===== config.mk =====
export PLATFORM = sky130hd
export DESIGN_NAME = spi_master_byte_shifter_top
export DESIGN_NICKNAME = d
export VERILOG_FILES = /design/src/rtl/core/spimbs_pkg.sv /design/src/rtl/core/spi_master_byte_shifter_top.sv
export SDC_FILE = /design/constraint.sdc
export NUM_CORES = 1
export LEC_CHECK = 0
export ABC_CLOCK_PERIOD_IN_PS = 3600
export BUFFER_PORTS_ARGS = -buffer_cell sky130_fd_sc_hd__buf_2
export CELL_PAD_IN_SITES_DETAIL_PLACEMENT = 0
export CELL_PAD_IN_SITES_GLOBAL_PLACEMENT = 1
export CORE_MARGIN = 2
export CORE_UTILIZATION = 42
export DETAILED_ROUTE_END_ITERATION = 12
export HOLD_SLACK_MARGIN = 0.05
export PLACE_DENSITY_LB_ADDON = 0.1
export SLEW_MARGIN = 20
export SYNTH_ARGS = -nofsm -noshare
export SYNTH_HDL_FRONTEND = slang
export SYNTH_SLANG_ARGS = --single-unit
export TNS_END_PERCENT = 10

===== constraint.sdc =====
create_clock -name clk -period 3.6 [get_ports clk]
set_input_delay 1.08 -clock clk [delete_from_list [all_inputs] [get_ports clk]]
set_output_delay 1.08 -clock clk [all_outputs]
set_load 0.02 [all_outputs]

===== src/rtl/core/spimbs_pkg.sv =====
// shared types and constants for the spi master byte shifter
package spimbs_pkg;

	localparam int BITS_PER_WORD = 8;
	localparam int IDX_W         = $clog2(BITS_PER_WORD);
	localparam int HSTEP_W       = $clog2(2 * BITS_PER_WORD);
	localparam int HALF_W        = 16;
	localparam int BYTE_W        = 8;
	localparam int CFG_IDX_W     = 2;
	localparam int CFG_DATA_W    = 16;

	typedef enum logic {
		CMD_LOAD = 1'b0,
		CMD_TICK = 1'b1
	} cmd_t;

	typedef enum logic [CFG_IDX_W-1:0] {
		REG_SPI_MODE    = 2'd0,
		REG_LSB_FIRST   = 2'd1,
		REG_HALF_PERIOD = 2'd2
	} cfg_reg_t;

	// one request as held in the input register
	typedef struct packed {
		logic              command;
		logic [BYTE_W-1:0] tx_byte;
		logic              last_byte;
		logic              miso_level;
	} req_t;

	// one result as held in the output register
	typedef struct packed {
		logic              sck_level;
		logic              mosi_level;
		logic [BYTE_W-1:0] rx_byte;
		logic              rx_valid;
		logic              transfer_done;
		logic              busy_res;
		logic              rejected;
	} res_t;

endpackage


===== src/rtl/core/spi_master_byte_shifter_top.sv =====
// spi master byte shifter, modes 0 to 3, msb or lsb first
//
// usage
//   input channel (in_valid / in_ready): each request is either a load
//   (command 0, with tx_byte and last_byte) or a time tick (command 1,
//   carrying the sampled miso_level). every request gives exactly one result
//   on the output channel (out_valid / out_ready) with the line levels after
//   it, rx_byte / rx_valid when a byte completes, transfer_done for a byte
//   marked last, busy_res, and rejected for a load that arrived while busy.
//   config channel (cfg_valid / cfg_ready, always ready): cfg_index 0 spi
//   mode, 1 lsb_first, 2 half_period; other indexes are ignored.
//   path: a request is held in the input register, then its result in the
//   result register, which drives the output channel. throughput: one
//   request per clock while out_ready does not stall, set by the single pass
//   through the shifter logic.
//   stalls: when out_ready is low the result register holds, the input
//   register fills, then in_ready drops; nothing is lost or repeated.
//   reset: mode 0, msb first, half_period 1, shifter idle, sck low, all
//   channels empty.
module spi_master_byte_shifter_top
	import spimbs_pkg::*;
(
	input  logic                  clk,
	input  logic                  arst_n,
	// config write channel
	input  logic                  cfg_valid,
	output logic                  cfg_ready,
	input  logic [CFG_IDX_W-1:0]  cfg_index,
	input  logic [CFG_DATA_W-1:0] cfg_data,
	// request channel
	input  logic                  in_valid,
	output logic                  in_ready,
	input  logic                  command,
	input  logic [BYTE_W-1:0]     tx_byte,
	input  logic                  last_byte,
	input  logic                  miso_level,
	// result channel
	output logic                  out_valid,
	input  logic                  out_ready,
	output logic                  sck_level,
	output logic                  mosi_level,
	output logic [BYTE_W-1:0]     rx_byte,
	output logic                  rx_valid,
	output logic                  transfer_done,
	output logic                  busy_res,
	output logic                  rejected
);

	// configuration registers
	logic [1:0]        spi_mode_q;
	logic              lsb_first_q;
	logic [HALF_W-1:0] half_period_q;

	// input register
	logic v_s1;
	req_t req_s1;

	// result register
	logic v_s2;
	res_t res_s2;

	// shifter state
	logic [BITS_PER_WORD-1:0] tx_shift_q, tx_shift_d;
	logic [BITS_PER_WORD-1:0] rx_shift_q, rx_shift_d;
	logic [HSTEP_W-1:0]       half_step_q, half_step_d;
	logic [HALF_W-1:0]        tick_count_q, tick_count_d;
	logic                     active_q, active_d;
	logic                     final_q, final_d;
	logic                     clock_q, clock_d;
	logic                     data_q, data_d;
	res_t                     res_d;

	// handshake: result register moves when empty or taken
	logic adv;
	assign adv       = !v_s2 || out_ready;
	assign in_ready  = !v_s1 || adv;
	assign cfg_ready = 1'b1;

	// config writes
	always_ff @(posedge clk or negedge arst_n) begin
		if (!arst_n) begin
			spi_mode_q    <= 2'd0;
			lsb_first_q   <= 1'b0;
			half_period_q <= HALF_W'(1);
		end else if (cfg_valid) begin
			case (cfg_index)
				REG_SPI_MODE:    spi_mode_q    <= cfg_data[1:0];
				REG_LSB_FIRST:   lsb_first_q   <= cfg_data[0];
				REG_HALF_PERIOD: half_period_q <= cfg_data[HALF_W-1:0];
				default:         ;
			endcase
		end
	end

	// input register
	always_ff @(posedge clk or negedge arst_n) begin
		if (!arst_n) begin
			v_s1 <= 1'b0;
		end else if (in_ready) begin
			v_s1 <= in_valid;
		end
	end

	always_ff @(posedge clk) begin
		if (in_ready && in_valid) begin
			req_s1.command    <= command;
			req_s1.tx_byte    <= tx_byte;
			req_s1.last_byte  <= last_byte;
			req_s1.miso_level <= miso_level;
		end
	end

	// shifter logic for the request in the input register
	logic              idle_lvl, act_lvl, trailing;
	logic [HALF_W:0]   tick_next;
	logic [IDX_W-1:0]  idx, idx_next;
	logic [IDX_W-1:0]  pos_cur, pos_next, pos_first;
	logic              last_bit;

	// map a bit number of the word to its position in the shift register
	function automatic logic [IDX_W-1:0] bit_pos(input logic lsb, input logic [IDX_W-1:0] n);
		logic [IDX_W-1:0] r;
		r = lsb ? n : (IDX_W'(BITS_PER_WORD - 1) - n);
		return r;
	endfunction

	always_comb begin
		idle_lvl  = spi_mode_q[1];
		act_lvl   = ~spi_mode_q[1];
		trailing  = spi_mode_q[0];
		tick_next = {1'b0, tick_count_q} + (HALF_W+1)'(1);
		idx       = half_step_q[HSTEP_W-1:1];
		idx_next  = idx + IDX_W'(1);
		last_bit  = (idx == IDX_W'(BITS_PER_WORD - 1));
		pos_cur   = bit_pos(lsb_first_q, idx);
		pos_next  = bit_pos(lsb_first_q, idx_next);
		pos_first = bit_pos(lsb_first_q, IDX_W'(0));

		tx_shift_d   = tx_shift_q;
		rx_shift_d   = rx_shift_q;
		half_step_d  = half_step_q;
		tick_count_d = tick_count_q;
		active_d     = active_q;
		final_d      = final_q;
		clock_d      = active_q ? clock_q : idle_lvl;
		data_d       = data_q;

		res_d          = '0;

		if (req_s1.command == CMD_LOAD) begin
			if (active_q) begin
				res_d.rejected = 1'b1;
			end else begin
				tx_shift_d   = BITS_PER_WORD'(req_s1.tx_byte);
				final_d      = req_s1.last_byte;
				rx_shift_d   = '0;
				half_step_d  = '0;
				tick_count_d = '0;
				active_d     = 1'b1;
				data_d       = tx_shift_d[pos_first];
				clock_d      = trailing ? act_lvl : idle_lvl;
			end
		end else if (active_q) begin
			if (tick_next >= {1'b0, half_period_q}) begin
				tick_count_d = '0;
				if (!half_step_q[0]) begin
					// sampling edge
					clock_d = trailing ? idle_lvl : act_lvl;
					if (req_s1.miso_level) begin
						rx_shift_d[pos_cur] = 1'b1;
					end
					half_step_d = half_step_q + HSTEP_W'(1);
				end else if (last_bit) begin
					// word complete
					clock_d             = idle_lvl;
					active_d            = 1'b0;
					half_step_d         = '0;
					res_d.rx_valid      = 1'b1;
					res_d.transfer_done = final_q;
					res_d.rx_byte       = BYTE_W'(rx_shift_q);
				end else begin
					// shift edge, next bit onto mosi
					clock_d     = trailing ? act_lvl : idle_lvl;
					data_d      = tx_shift_q[pos_next];
					half_step_d = half_step_q + HSTEP_W'(1);
				end
			end else begin
				tick_count_d = tick_next[HALF_W-1:0];
			end
		end

		res_d.sck_level  = clock_d;
		res_d.mosi_level = data_d;
		res_d.busy_res   = active_d;
	end

	logic step;
	assign step = v_s1 && adv;

	// shifter state registers
	always_ff @(posedge clk or negedge arst_n) begin
		if (!arst_n) begin
			tx_shift_q   <= '0;
			rx_shift_q   <= '0;
			half_step_q  <= '0;
			tick_count_q <= '0;
			active_q     <= 1'b0;
			final_q      <= 1'b0;
			clock_q      <= 1'b0;
			data_q       <= 1'b0;
		end else if (step) begin
			tx_shift_q   <= tx_shift_d;
			rx_shift_q   <= rx_shift_d;
			half_step_q  <= half_step_d;
			tick_count_q <= tick_count_d;
			active_q     <= active_d;
			final_q      <= final_d;
			clock_q      <= clock_d;
			data_q       <= data_d;
		end
	end

	// result register
	always_ff @(posedge clk or negedge arst_n) begin
		if (!arst_n) begin
			v_s2 <= 1'b0;
		end else if (adv) begin
			v_s2 <= v_s1;
		end
	end

	always_ff @(posedge clk) begin
		if (step) begin
			res_s2 <= res_d;
		end
	end

	assign out_valid     = v_s2;
	assign sck_level     = res_s2.sck_level;
	assign mosi_level    = res_s2.mosi_level;
	assign rx_byte       = res_s2.rx_byte;
	assign rx_valid      = res_s2.rx_valid;
	assign transfer_done = res_s2.transfer_done;
	assign busy_res      = res_s2.busy_res;
	assign rejected      = res_s2.rejected;

endmodule


==> out/results.tsv <==
metric	value	unit
outcome	finished clean	
Post-Route Setup TNS	0	ns
die width	108.5	um
worst reg-to-reg path cell count	14	
share of synthesized area spent on multiplexers	8.186	%
gr usage total	18.16	%
RePlAce Congestion	0.8383	
Final setup viols	0	
Worst-path clk slew	0.08	ns
Post-Layout Cell Count	654	
Synth Area in XOR/XNOR	3.056	%
max_slew headroom	41.03	%
Area Growth Syn to Fin	21.20	%
Worst Setup End Kind	flip-flop	
Hold Path Stages	1	
Num CTS Buffers	9	
CP Class	reg2reg	
cell area after layout	5558	sq um
leakage	2.499	nW
Row Count	38	
antenna violations before repair	0	
Min Hold Slack	0.4803	ns
fin crit period	3.562	ns
final HPWL from detailed placement	7136	um
CTS max path bufs	2	
compound-cell area share of the yosys netlist	15.39	%
Crit path required time	3.91	ns
Nets	565	
Post-Synth Adder-Cell Area	6.003	%
fin crit share	98.93	%
Final ANT Viol Nets	0	
# fillers	1033	
htree depth	3	
vias in the first global route	3294	
Pins Over Slew Limit	0	
Clock Latency Late Sink	0.37	ns
prevailing post-synth register cell	dfrtp_1	
VDD IR max	0.0002302	V
die area	11770	sq um
DP Worst Slack	-0.3319	ns
number of max-cap violations	0	
layout cells sized above 1	30.93	%
CP Launch Type	flip-flop	
maximum clock frequency	280.8	MHz
Placed Cells	632	
setup ws final	0.03842	ns
core footprint	10750	sq um
Avg Inst Size Synth	10.89	sq um
global route total overflow	0	
Pwr Density	424.0	nW/um^2
TritonCTS clock tree	built	
drt wl/cell	15.07	um
Final Util	51.72	%
Top Ports	51	
Starting DRT DRC Count	128	
Placed Instance Area	5251	sq um
initial core utilization	42.68	%
first-pass GRT wire length	16290	um
Via Count	3411	
number of port buffers	49	
final-report hold violation count	0	
Worst Skew	0.01238	ns
Min-Delay Path Class	reg2reg	
most frequent cells in the layout	60 x dfrtp_1, 48 x buf_2, 46 x buf_4, 30 x nand2_1, 28 x mux2_2	
CP Max Fanout	4	
Routed WL	9856	um
register area share after synthesis	49.69	%
synth unique cells	60	
register bit count reported by yosys	86	
Mapped Cells	421	
main combinational cell family by area after synthesis	compound AO/OA/AOI/OAI gates	
number of synthesized flops with an enable pin	25	
Vias/cell	5.216	
overall power	2.356	mW
ANT cells	0	
clk sinks	86	
commonest non-fill, non-tap cell in the layout	dfrtp_1	
RSZ-0062 raised after global routing	true	
worst-margin pin slew	0.8819	ns
largest net degree at the start of global routing	45	
Synthesized Nets	477	
Pre-antenna DRT Iters	4	
CTS Root Cell	clkbuf_8	
Critical Path AT	3.87	ns
Syn Std Cell Area	4586	sq um
simple-gate share of the synthesized area	13.70	%
DIE HEIGHT	108.5	um
DRC Markers	0	
yosys warns	0	
Post-synth ARST share	70.93	%
## cell usage after synthesis, drive strengths merged (6+ instances only)
cell	instances	area (sq um)
dfrtp	60	1501
nand2	30	112.6
mux2	28	315.3
inv	26	97.59
edfxtp	25	750.7
ha	22	275.3
a21oi	19	95.09
nor2	19	71.32
o21ai	19	95.09
a22o	18	158.9
nand3	16	85.08
clkbuf	12	45.04
xnor2	11	96.34
and2	10	62.56
o21a	10	75.07
a31oi	7	43.79
buf	7	36.28
nor3	7	45.04
mux2i	6	60.06
nand4	6	37.54
## worst max-delay path: stages, from the launching register on
cell     delay (ns)
dfrtp_1        0.35
nand3_1        0.10
buf_4          0.15
or4_4          0.54
nor2_4         0.11
nand3_1        0.10
xnor2_1        0.16
ha_1           0.34
nand3_1        0.11
or4_4          0.47
o221a_4        0.30
buf_12         0.13
a311o_1        0.34
a21oi_1        0.18
o21a_1         0.12
## final timing paths
check,startpoint,endpoint,slack [ns]
setup / recovery,tick_count_q[7],rx_shift_q[2],0.04
max in group asynchronous,arst_n,tx_shift_q[1],2.29
setup reg to reg,tick_count_q[7],rx_shift_q[2],0.04
min in group asynchronous,arst_n,half_period_q[2],0.70
hold / removal,req_s1[3],tx_shift_q[1],0.48
hold reg to reg,req_s1[3],tx_shift_q[1],0.48
## layer usage
metal,track usage [%],up-vias,wire [um]
met5,0,-,0
met4,7.418,0,171
met3,3.074,11,341
met2,26.92,63,4340
met1,26.30,1627,5003
li1,-,1710,-
## logic make-up after synthesis
| family | count (synthesis) |
|---|---|
| AND/OR/NAND/NOR | 118 |
| AO/OA/AOI/OAI | 99 |
| flip-flops | 86 |
| buffers and inverters | 45 |
| multiplexers | 34 |
| adder cells (fa/ha/maj) | 22 |
| XOR/XNOR | 16 |
| other | 1 |
## state kept, by name, indices dropped and copies added (netlist names), 2 cells and up
name and count:
half_period_q 16, tick_count_q 16, req_s1 11, rx_byte 8
rx_shift_q 8, tx_shift_q 8, half_step_q 4, spi_mode_q 2
## where the power goes
part	total (mW)	switching [mW]	internal [mW]
clock	0.679	0.342	0.337
sequential	1.22	0.0872	1.13
combinational	0.458	0.231	0.228
## cell type report
class | count | area (sq um) | area share [%]
repair buffers | 96 | 616.8 | 11.10
well taps | 140 | 175.2 | 3.152
clock buffers | 12 | 145.1 | 2.611
multi-input cells | 290 | 2198 | 39.55
clock inverters | 4 | 46.29 | 0.8330
inverters | 26 | 97.59 | 1.756
flip-flops and latches | 86 | 2278 | 41.00
## what timing repair did
| item | in CTS | in global routing |
|---|---|---|
| endpoints found under the setup margin | 42 | 42 |
| setup buffers | 6 | 0 |
| resized for setup | 12 | 3 |
| hold buffers | 0 | 0 |
| cloned | 0 | 0 |
| pin swaps | 11 | 1 |
Note: power is estimated with default switching activity, not from simulation.
